<file path="src/hdl/tsep_pkg.sv">
`default_nettype none
// ----------------------------------------------------------------------------
// tsep_pkg
// Shared types and constants of the tagged string escape parser.
// ----------------------------------------------------------------------------
package tsep_pkg;

    // argument limit per tag, field_index stays within 5 bits
    localparam int MAX_ARGS     = 16;
    localparam int DEF_MAX_TAGS = 64;

    localparam int TAG_IDX_W   = 6;
    localparam int FIELD_IDX_W = 5;

    localparam logic [7:0] CH_SEMI   = 8'h3B;  // ;
    localparam logic [7:0] CH_EQUAL  = 8'h3D;  // =
    localparam logic [7:0] CH_COMMA  = 8'h2C;  // ,
    localparam logic [7:0] CH_BSLASH = 8'h5C;  // backslash
    localparam logic [7:0] CH_LOW_B  = 8'h62;
    localparam logic [7:0] CH_LOW_F  = 8'h66;
    localparam logic [7:0] CH_LOW_N  = 8'h6E;
    localparam logic [7:0] CH_LOW_R  = 8'h72;
    localparam logic [7:0] CH_LOW_T  = 8'h74;
    localparam logic [7:0] CH_LOW_X  = 8'h78;
    localparam logic [7:0] CC_BS     = 8'h08;
    localparam logic [7:0] CC_FF     = 8'h0C;
    localparam logic [7:0] CC_LF     = 8'h0A;
    localparam logic [7:0] CC_CR     = 8'h0D;
    localparam logic [7:0] CC_TAB    = 8'h09;

    typedef enum logic [2:0] {
        KIND_CHAR    = 3'd0,
        KIND_TAG     = 3'd1,
        KIND_ARG     = 3'd2,
        KIND_DROPPED = 3'd3,
        KIND_END     = 3'd4
    } kind_t;

    typedef enum logic [3:0] {
        ESC_NORMAL = 4'b0001,
        ESC_BSL    = 4'b0010,
        ESC_HEX0   = 4'b0100,
        ESC_HEX1   = 4'b1000
    } esc_t;

    typedef struct packed {
        esc_t                   esc;
        logic [3:0]             nib;
        logic [FIELD_IDX_W-1:0] arg;
        logic                   disc;
        logic                   ok;
    } parse_state_t;

    typedef struct packed {
        kind_t                  kind;
        logic [7:0]             char_value;
        logic [TAG_IDX_W-1:0]   tag_index;
        logic [FIELD_IDX_W-1:0] field_index;
        logic                   hidden;
        logic                   all_ok;
        logic                   last;
    } result_t;

endpackage
`default_nettype wire

</file>
<file path="src/hdl/tagged_string_escape_parser.sv">
`default_nettype none
// ----------------------------------------------------------------------------
// tagged_string_escape_parser
// Byte-serial parser for tagged display strings with backslash escapes.
// ----------------------------------------------------------------------------
// Usage:
//   Input channel (in_valid / in_stall): one request per cycle unless stalled,
//   carrying one raw byte or, with end_of_string high, the end of the string.
//   Output channel (out_valid / out_stall): one result per cycle unless
//   stalled; a request gives zero, one or two results, its final one has last set.
//   Results of a request are written into a four-entry result queue at the
//   accepting edge and offered from its head.
//   Throughput: one request per cycle while each gives at most one result
//   and out_stall is low; two results of one request are offered in turn.
//   The queue depth sets it: in_stall rises once three or more results wait.
//   A stalled receiver keeps the head result steady and fills the queue
//   until in_stall stops the sender; no result is lost or repeated.
//   Reset: the parser returns to normal mode, tag 0, field 0, all_ok set,
//   and the queue is emptied. An end_of_string request does the same to the
//   parser state after its results are queued.
// ----------------------------------------------------------------------------
module tagged_string_escape_parser
    import tsep_pkg::*;
#(
    parameter int MAX_TAGS = DEF_MAX_TAGS
)
(
    input  wire logic                   clk,
    input  wire logic                   rst_n,
    input  wire logic                   in_valid,
    output logic                        in_stall,
    input  wire logic [7:0]             byte_in,
    input  wire logic                   end_of_string,
    output logic                        out_valid,
    input  wire logic                   out_stall,
    output logic [2:0]                  kind,
    output logic [7:0]                  char_value,
    output logic [TAG_IDX_W-1:0]        tag_index,
    output logic [FIELD_IDX_W-1:0]      field_index,
    output logic                        hidden,
    output logic                        all_ok,
    output logic                        last
);

    localparam int TAG_W = $clog2(MAX_TAGS);

    parse_state_t     state_reg;
    parse_state_t     state_next;
    logic [TAG_W-1:0] tag_reg;
    logic [TAG_W-1:0] tag_next;
    logic [1:0]       res_cnt;
    result_t          res0;
    result_t          res1;

    result_t          queue_reg [4];
    logic [1:0]       wr_ptr_reg;
    logic [1:0]       rd_ptr_reg;
    logic [2:0]       count_reg;
    logic [2:0]       count_next;
    logic             in_take;
    logic             out_take;
    logic [1:0]       push;
    result_t          head;

    tsep_step #(
        .MAX_TAGS (MAX_TAGS),
        .TAG_W    (TAG_W)
    ) u_step (
        .byte_in       (byte_in),
        .end_of_string (end_of_string),
        .state_cur     (state_reg),
        .tag_cur       (tag_reg),
        .state_nxt     (state_next),
        .tag_nxt       (tag_next),
        .res_cnt       (res_cnt),
        .res0          (res0),
        .res1          (res1)
    );

    assign in_stall = (count_reg > 3'd2);
    assign in_take  = in_valid && !in_stall;
    assign out_take = out_valid && !out_stall;
    assign push     = in_take ? res_cnt : 2'd0;
    assign count_next = count_reg + {1'b0, push} - {2'd0, out_take};

    always_ff @(posedge clk or negedge rst_n)
    begin
        if (!rst_n)
        begin
            state_reg.esc  <= ESC_NORMAL;
            state_reg.nib  <= 4'd0;
            state_reg.arg  <= '0;
            state_reg.disc <= 1'b0;
            state_reg.ok   <= 1'b1;
            tag_reg        <= '0;
            wr_ptr_reg     <= 2'd0;
            rd_ptr_reg     <= 2'd0;
            count_reg      <= 3'd0;
        end
        else
        begin
            if (in_take)
            begin
                state_reg  <= state_next;
                tag_reg    <= tag_next;
                wr_ptr_reg <= wr_ptr_reg + push;
            end
            if (out_take)
                rd_ptr_reg <= rd_ptr_reg + 2'd1;
            count_reg <= count_next;
        end
    end

    // result storage, no reset needed
    always_ff @(posedge clk)
    begin
        if (push != 2'd0)
            queue_reg[wr_ptr_reg] <= res0;
        if (push == 2'd2)
            queue_reg[wr_ptr_reg + 2'd1] <= res1;
    end

    assign head        = queue_reg[rd_ptr_reg];
    assign out_valid   = (count_reg != 3'd0);
    assign kind        = head.kind;
    assign char_value  = head.char_value;
    assign tag_index   = head.tag_index;
    assign field_index = head.field_index;
    assign hidden      = head.hidden;
    assign all_ok      = head.all_ok;
    assign last        = head.last;

    a_count_bound: assert property (@(posedge clk) disable iff (!rst_n)
        count_reg <= 3'd4)
        else $error("result queue count out of range");

    a_pair_follows: assert property (@(posedge clk) disable iff (!rst_n)
        (out_valid && !out_stall && !last) |=> out_valid)
        else $error("second result of a request missing");

    a_end_is_last: assert property (@(posedge clk) disable iff (!rst_n)
        (out_valid && (kind == KIND_END)) |-> last)
        else $error("end of string result without last");

    a_end_resets: assert property (@(posedge clk) disable iff (!rst_n)
        (in_valid && !in_stall && end_of_string)
        |=> (tag_reg == '0) && state_reg.ok && (state_reg.arg == '0))
        else $error("parser state not cleared after end of string");

endmodule
`default_nettype wire

</file>
<file path="src/hdl/tsep_step.sv">
`default_nettype none
// ----------------------------------------------------------------------------
// tsep_step
// One parse step: decodes a request against the parser state and gives the
// next state and up to two results.
// ----------------------------------------------------------------------------
module tsep_step
    import tsep_pkg::*;
#(
    parameter int MAX_TAGS = DEF_MAX_TAGS,
    parameter int TAG_W    = $clog2(MAX_TAGS)
)
(
    input  wire logic [7:0]       byte_in,
    input  wire logic             end_of_string,
    input  wire parse_state_t     state_cur,
    input  wire logic [TAG_W-1:0] tag_cur,
    output parse_state_t          state_nxt,
    output logic [TAG_W-1:0]      tag_nxt,
    output logic [1:0]            res_cnt,
    output result_t               res0,
    output result_t               res1
);

    // {valid, value}
    function automatic logic [4:0] hex_digit(input logic [7:0] b);
        logic [4:0] r;
        r = 5'd0;
        if (b inside {[8'h30:8'h39]}) r = {1'b1, 4'(b - 8'h30)};
        else if (b inside {[8'h41:8'h46]}) r = {1'b1, 4'(b - 8'h37)};
        else if (b inside {[8'h61:8'h66]}) r = {1'b1, 4'(b - 8'h57)};
        return r;
    endfunction

    function automatic result_t make_res(input kind_t k, input logic [7:0] ch,
                                         input logic [8:0] tg,
                                         input logic [FIELD_IDX_W-1:0] fi,
                                         input logic hd, input logic ok);
        result_t r;
        r.kind        = k;
        r.char_value  = ch;
        r.tag_index   = tg[TAG_IDX_W-1:0];
        r.field_index = fi;
        r.hidden      = hd;
        r.all_ok      = ok;
        r.last        = 1'b0;
        return r;
    endfunction

    // effect of the byte as an ordinary (unescaped) byte
    logic                   p_emit;
    kind_t                  p_kind;
    logic [TAG_W-1:0]       p_tag;
    logic [FIELD_IDX_W-1:0] p_arg;
    logic                   p_disc;
    logic                   p_ok;
    esc_t                   p_esc;
    logic [4:0]             hex;
    logic                   e0_v;
    logic                   e1_v;
    result_t                e0;
    result_t                e1;

    assign hex = hex_digit(byte_in);

    always_comb
    begin
        p_emit = 1'b1;
        p_kind = KIND_CHAR;
        p_tag  = tag_cur;
        p_arg  = state_cur.arg;
        p_disc = state_cur.disc;
        p_ok   = state_cur.ok;
        p_esc  = ESC_NORMAL;
        if (byte_in == CH_BSLASH)
        begin
            p_emit = 1'b0;
            p_esc  = ESC_BSL;
        end
        else if (byte_in == CH_SEMI)
        begin
            if (tag_cur == TAG_W'(MAX_TAGS - 1))
                p_ok = 1'b0;
            else
                p_tag = tag_cur + TAG_W'(1);
            p_arg  = '0;
            p_disc = 1'b0;
            p_kind = KIND_TAG;
        end
        else if (byte_in == CH_EQUAL)
        begin
            p_arg  = FIELD_IDX_W'(1);
            p_disc = 1'b0;
            p_kind = KIND_ARG;
        end
        else if (byte_in == CH_COMMA)
        begin
            if (state_cur.arg >= FIELD_IDX_W'(MAX_ARGS))
            begin
                p_disc = 1'b1;
                p_ok   = 1'b0;
                p_kind = KIND_DROPPED;
            end
            else
            begin
                p_arg  = state_cur.arg + FIELD_IDX_W'(1);
                p_kind = KIND_ARG;
            end
        end
    end

    always_comb
    begin
        state_nxt = state_cur;
        tag_nxt   = tag_cur;
        e0_v = 1'b0;
        e1_v = 1'b0;
        e0 = make_res(KIND_CHAR, 8'd0, 9'(tag_cur), state_cur.arg, state_cur.disc,
                      state_cur.ok);
        e1 = make_res(p_kind, (p_kind == KIND_CHAR) ? byte_in : 8'd0, 9'(p_tag),
                      p_arg, p_disc, p_ok);

        if (end_of_string)
        begin
            // open hex escape flushes its value before the end result
            e0_v = (state_cur.esc == ESC_HEX0) || (state_cur.esc == ESC_HEX1);
            e0.char_value = (state_cur.esc == ESC_HEX1) ? {4'd0, state_cur.nib} : 8'd0;
            e1_v = 1'b1;
            e1 = make_res(KIND_END, 8'd0, 9'(tag_cur), state_cur.arg, state_cur.disc,
                          state_cur.ok);
            state_nxt.esc  = ESC_NORMAL;
            state_nxt.nib  = 4'd0;
            state_nxt.arg  = '0;
            state_nxt.disc = 1'b0;
            state_nxt.ok   = 1'b1;
            tag_nxt        = '0;
        end
        else
        begin
            case (state_cur.esc)
                ESC_BSL:
                begin
                    state_nxt.esc = ESC_NORMAL;
                    e0_v = 1'b1;
                    case (byte_in)
                        CH_LOW_B: e0.char_value = CC_BS;
                        CH_LOW_F: e0.char_value = CC_FF;
                        CH_LOW_N: e0.char_value = CC_LF;
                        CH_LOW_R: e0.char_value = CC_CR;
                        CH_LOW_T: e0.char_value = CC_TAB;
                        CH_LOW_X:
                        begin
                            e0_v = 1'b0;
                            state_nxt.esc = ESC_HEX0;
                        end
                        default: e0.char_value = byte_in;
                    endcase
                end
                ESC_HEX0:
                begin
                    if (hex[4])
                    begin
                        state_nxt.nib = hex[3:0];
                        state_nxt.esc = ESC_HEX1;
                    end
                    else
                    begin
                        // cut short: value 0, then the byte as ordinary
                        e0_v = 1'b1;
                        e1_v = p_emit;
                        state_nxt.esc  = p_esc;
                        state_nxt.arg  = p_arg;
                        state_nxt.disc = p_disc;
                        state_nxt.ok   = p_ok;
                        tag_nxt        = p_tag;
                    end
                end
                ESC_HEX1:
                begin
                    e0_v = 1'b1;
                    state_nxt.nib = 4'd0;
                    if (hex[4])
                    begin
                        e0.char_value = {state_cur.nib, hex[3:0]};
                        state_nxt.esc = ESC_NORMAL;
                    end
                    else
                    begin
                        e0.char_value = {4'd0, state_cur.nib};
                        e1_v = p_emit;
                        state_nxt.esc  = p_esc;
                        state_nxt.arg  = p_arg;
                        state_nxt.disc = p_disc;
                        state_nxt.ok   = p_ok;
                        tag_nxt        = p_tag;
                    end
                end
                default:
                begin
                    e1_v = p_emit;
                    state_nxt.esc  = p_esc;
                    state_nxt.arg  = p_arg;
                    state_nxt.disc = p_disc;
                    state_nxt.ok   = p_ok;
                    tag_nxt        = p_tag;
                end
            endcase
        end

        // pack the results in order, the final one carries last
        res_cnt = {1'b0, e0_v} + {1'b0, e1_v};
        res0 = e0_v ? e0 : e1;
        res1 = e1;
        res1.last = 1'b1;
        res0.last = !(e0_v && e1_v);
    end

endmodule
`default_nettype wire

</file>
<file path="config.mk">
export PLATFORM = sky130hd
export DESIGN_NAME = tagged_string_escape_parser
export DESIGN_NICKNAME = d
export VERILOG_FILES = /design/src/hdl/tsep_pkg.sv /design/src/hdl/tagged_string_escape_parser.sv /design/src/hdl/tsep_step.sv
export SDC_FILE = /design/constraint.sdc
export NUM_CORES = 1
export LEC_CHECK = 0
export ABC_CLOCK_PERIOD_IN_PS = 10700
export BUFFER_PORTS_ARGS = -buffer_cell sky130_fd_sc_hd__buf_2
export CORE_UTILIZATION = 55
export DETAILED_ROUTE_END_ITERATION = 8
export GPL_TIMING_DRIVEN = 1
export PLACE_DENSITY = 0.73
export RECOVER_POWER = 25
export SLEW_MARGIN = 15
export SYNTH_ARGS = -nofsm -noshare
export SYNTH_HDL_FRONTEND = slang
export SYNTH_SLANG_ARGS = --single-unit
</file>
<file path="constraint.sdc">
create_clock -name clk -period 10.7 [get_ports clk]
set_input_delay 0 -clock clk [delete_from_list [all_inputs] [get_ports clk]]
set_output_delay 0 -clock clk [all_outputs]
set_load 0.1 [all_outputs]
</file>
Yosys cells after proc, flatten, opt, wreduce, memory -nomap -nowiden
Memory sizes are Yosys's and may differ from the RTL's.
Cells that the tools add are included.
{ "classes": {"n_addsub": 11, "magnitude_cmp": 8, "n_eq_ne": 18, "muxes": 61, "n_reduce_logical": 17} }
{ "ops": {"columns": ["operator", "n"], "rows": [
  ["$eq 8x7->1 const B", 7],
  ["$mux 25", 2],
  ["$pmux 8 s6", 1],
  ["$mux 5", 8],
  ["$mux 6", 5],
  ["$eq 8x6->1 const B", 3],
  ["$mux 8", 3],
  ["$mux 1", 22],
  ["$ge 8x7->1 const B", 2],
  ["$le 8x7->1 const B", 2],
  ["$pmux 8 s2", 1],
  ["$mux 15", 1],
  ["$mux 3", 5],
  ["$pmux 7 s2", 1],
  ["$mux 4", 3],
  ["$pmux 4 s3", 1],
  ["$pmux 6 s2", 1],
  ["$ge 8x6->1 const B", 1],
  ["$le 8x6->1 const B", 1],
  ["$pmux 4 s2", 1],
  ["$sub 4x3->4 const B", 2],
  ["$mux 7", 1],
  ["$add 6x1->6 const B", 1],
  ["$eq 6x6->1 const B", 1],
  ["27 further kinds", 39]
]} }
{ "totals": {"regBits": 28, "ram_bits": 100, "in_bits": 13, "out_inout_bits": 27, "wordCells": 125, "mem_count": 1} }
{ "mem_list": {"columns": ["memory", "words", "word_bits", "read_ports", "rd_ports_with_merged_regs", "write_ports", "line_no", "rtl"], "rows": [
  ["queue_reg", 4, 25, 1, 0, 2, "tagged_string_escape_parser.sv:55", "result_t queue_reg [4];"]
]} }

Longest topological paths before layout
{ "logic_depth": {"word_depth": 13, "mapped_depth": 18, "depth_no_buf": 16} }

Modules after synthesis
From an unflattened synthesis, not the netlist that was laid out.
{ "hier_totals": {"cells_unflattened": 636, "hier_area_um2": 8186.6} }
{ "by_module_without_submodules": {"columns": ["module", "instances", "cells_per_inst", "area_each_um2", "seq_area_each_um2"], "rows": [
  ["tagged_string_escape_parser", 1, 339, 6241.0, 3706.1],
  ["tsep_step", 1, 297, 1945.6, 0.0]
]} }

Least setup slack after synthesis
No wires, ideal clock.
{ "synth_path": {"path_type": "input-to-reg", "startpoint": "input port byte_in[1]", "endpoint": "memory queue_reg[2][0] (netlist name)", "setup_time_ns": 0.120, "t_arrival_ns": 3.992, "required_time_ns": 10.580, "slack_ns": 6.589, "cell_stages": 17, "n_path_buf": 4, "path_cell_list": "buf_2 > inv_1 > ha_1 > buf_2 > o21ba_2 > o21ai_0 > o211ai_2 > a21oi_4 > nand2_1 > nand2_1 > ha_1 > o211ai_1 > or2_2 > clkbuf_1 > clkbuf_1 > nand2_1 > o22a_1"} }
{ "synth_rtl": {"columns": ["element", "line_no", "rtl"], "rows": [
  ["start, declared", "tagged_string_escape_parser.sv:32", "input wire logic [7:0] byte_in,"],
  ["end, declared", "tagged_string_escape_parser.sv:55", null]
]} }

==> flow_metrics.env <==
export IMPL_cts_tree="yes"
export IMPL_dr_pass1_iters=6
export IMPL_hold_viol=0
export IMPL_critPathMaxStageDelay_ns=0.84
export IMPL_track_usage=0.319
export IMPL_fin_crit_sh=0.504
export IMPL_mostFrequentLayoutCells="edfxtp_1, nand2_1, o22ai_1"
export IMPL_viasPerCell=7.04
export IMPL_wl_met1_mm=9.49
export IMPL_cp_max_fo=25
export IMPL_required_ns=10.74
export IMPL_clock_sinks=128
export IMPL_area_delta_synth_final_pct=9.70
export IMPL_grt_pass1_wl_mm=34.9
export IMPL_fill_cells=1096
export IMPL_multiInputGateArea_sq_um=3820
export IMPL_cp_top_family="simple AND/OR/NAND/NOR gates"
export IMPL_placed_cell_area_sq_um=8070
export IMPL_htreeDepth=4
export IMPL_path_cells="clkbuf_1 -> inv_1 -> ha_1 -> or4b_4 -> a311oi_4 -> o211ai_1 -> a21oi_1 -> nand2_1 -> nand2_1 -> ha_1 -> nand4b_1 -> nor3_1 -> nor2_1 -> inv_1"
export IMPL_ys_warn_count=0
export IMPL_skew_ns=0.00855
export IMPL_routedWlPerCell_um=24.8
export IMPL_drive_gt1_frac=0.150
export IMPL_totalWireLength_mm=22.6
export IMPL_insertion_delay_ns=0.43
export IMPL_slew_limit_headroom=-0.0956
export IMPL_setup_viol=0
export IMPL_synth_area_leaders="edfxtp_1, dfrtp_1, mux4_2"
export IMPL_synth_xor_area_share=0.0100
export IMPL_dr_wl_met2_mm=10.4
export IMPL_num_vias=6420
export IMPL_end_kind="flop"
export IMPL_drt_iter0_drc=748
export IMPL_die_y_um=122
export IMPL_top_layer_used="met4"
export IMPL_synthArstFlopShare=0.219
export IMPL_synth_top_family_by_area="compound AO/OA/AOI/OAI gates"
export IMPL_maxCapViolations=1
export IMPL_fp_dieW_um=122
export IMPL_holdPathStages=3
export IMPL_syn_inst=710
export IMPL_dp_hpwl_mm=16.1
export IMPL_post_cts_resized=0
export IMPL_gp_congestion=0.977
export IMPL_ys_seq_elements=128
export IMPL_crit_buf_inv=3
export IMPL_cts_clk_slew_worst_paths_ns=0.06
export IMPL_violations="max-capacitance violations, max-slew violations"
export IMPL_drc_errors=0
export IMPL_final_common_cell="edfxtp_1"
export IMPL_finish_net_count=745
export IMPL_synth_cell_types=97
export IMPL_syn_area_sq_um=7880
export IMPL_regArea_sq_um=3670
export IMPL_outcome="finished, violations left"
export IMPL_max_freq_mhz=185
export IMPL_rsz0062_at_grt="false"
export IMPL_holdCritStartpoint="byte_in[0]"
export IMPL_antennaDiodeCount=0
export IMPL_fin_util=0.620
export IMPL_antenna_found_initial=0
export IMPL_cts_root_buf="clkbuf_16"
export IMPL_ys_flop_type="edfxtp_1"
export IMPL_fin_area_sq_um=8640
export IMPL_post_cts_buffers=0
export IMPL_initial_core_util=0.565
export IMPL_overflow=0
export IMPL_synth_edf_count=96
export IMPL_holdPathEnd="state_reg[7]$_DFFE_PN0P_"
export IMPL_r2r_start="state_reg[14]$_DFFE_PN0P_"
export IMPL_tns_ns=0
export IMPL_arrival_ns=5.43
export IMPL_path_class="in -> reg"
export IMPL_grt_max_degree=36
export IMPL_pin_count=40
export IMPL_port_buffers=39
export IMPL_core_area_sq_um=13900
export IMPL_seq_area_frac_synth=0.465
export IMPL_largest_reg_flops=100
export IMPL_hold_path_class="in -> reg"
export IMPL_tightest_slew_ns=1.64
export IMPL_reg2reg_to="queue_reg[1][19]$_DFFE_PP_"
export IMPL_die_area_sq_um=14800
export IMPL_yosysTopAreaCell="edfxtp_1"
export IMPL_worst_path_max_delay_cell="inv_1"
export IMPL_slew_violations=29
export IMPL_period_needed_ns=5.39
export IMPL_peakVddDrop_uv=150
export IMPL_leakage_nw=2.86
export IMPL_synth_adder_area_share=0.0216
export IMPL_yosys_area_share_simple=0.144
export IMPL_syn_nets=736
export IMPL_rr_worst_depth=11
export IMPL_reg2reg_slack_ns=5.85
export IMPL_synth_compound_area_frac=0.223
export IMPL_num_rows=43
export IMPL_route_met3_wl_mm=2.33
export IMPL_power_density_nw_per_um2=254
export IMPL_synth_top_area_share=0.366
export IMPL_power_total_mw=2.19
export IMPL_clockBufferDepth=2
export IMPL_cts_buffers=17
export IMPL_ant_nets=0
export IMPL_first_global_vias=5976
export IMPL_synth_mux_area_frac=0.0897
export IMPL_syn_area_per_cell_sq_um=11.1
export IMPL_cp_start_kind="input port"
==> worst reg2reg max path: stages, from the launching register on <==
cell      delay, ns
dfrtp_1        0.49
nor4b_4        0.48
o21ai_1        0.26
o211a_1        0.26
a21boi_2       0.20
buf_6          0.24
clkinv_2       0.13
ha_1           0.28
nand4b_1       0.39
nor3_1         0.69
nor2_1         0.21
inv_1          0.84
==> metal layers <==
layer | vias to the layer above | track usage
li1 | 2841 | -
met1 | 3153 | 0.463
met2 | 390 | 0.474
met3 | 36 | 0.0758
met4 | 0 | 0.0918
met5 | - | 0
==> timing repair <==
action / in CTS / in global routing
hold buffers: 2 / 0
endpoints found under the setup margin: 0 / 0
endpoints found under the hold margin: 28 / 0
==> power by group <==
group | internal (mW) | switching, mW
clock network | 0.369 | 0.224
logic | 0.200 | 0.722
registers | 0.610 | 0.0679
==> Yosys cell counts, types with 11 or more instances <==
master and count:
buf_2 12, o22a_1 14, ha_1 12, o2bb2ai_1 26, nor3_1 14, nand2_1 55
dfrtp_1 26, inv_1 29, nand3_1 15, a21oi_1 30, mux4_2 25, edfxtp_1 96
o22ai_1 43, clkbuf_1 36, o21ai_0 26, nand4_1 11, nor2_1 42
==> how the worst max path moves through the flow <==
stage,startpoint,endpoint,depth (start not counted)
3_3_place_gp,byte_in[1],queue_reg[1][19]$_DFFE_PP_,13
6_report,byte_in[1],queue_reg[1][19]$_DFFE_PP_,14
4_1_cts,state_reg[11]$_DFFE_PN1P_,queue_reg[1][19]$_DFFE_PP_,10
5_1_grt,byte_in[1],queue_reg[1][19]$_DFFE_PP_,14
2_1_floorplan,byte_in[1],queue_reg[2][0]$_SDFFE_PP1N_,17
3_5_place_dp,byte_in[1],queue_reg[1][20]$_DFFE_PP_,13
==> per-stage QoR <==
step	std cells	worst slack [ns]	hold WS, ns
3_3_place_gp	877	5.54	0.0583
3_5_place_dp	877	5.14	0.0711
5_1_grt	912	4.89	0.139
6_report	912	5.31	0.143
4_1_cts	911	5.37	0.122
2_1_floorplan	710	6.59	-0.296
==> kinds of logic after synthesis <==
| group | after synthesis |
|---|---|
| flip-flops | 128 |
| AO/OA/AOI/OAI | 233 |
| multiplexers | 38 |
| adder cells (fa/ha/maj) | 13 |
| XOR/XNOR | 9 |
| buffers and inverters | 84 |
| AND/OR/NAND/NOR | 205 |
==> layout make-up <==
type                       count  share of cell area
tap                          180              0.0261
clock inverter                15              0.0211
inverter                      30              0.0132
timing repair buffer          44              0.0237
multi-input combinational    498               0.442
clock buffer                  17              0.0492
sequential                   128               0.424
No activity file was read; power rests on OpenSTA's default activity.
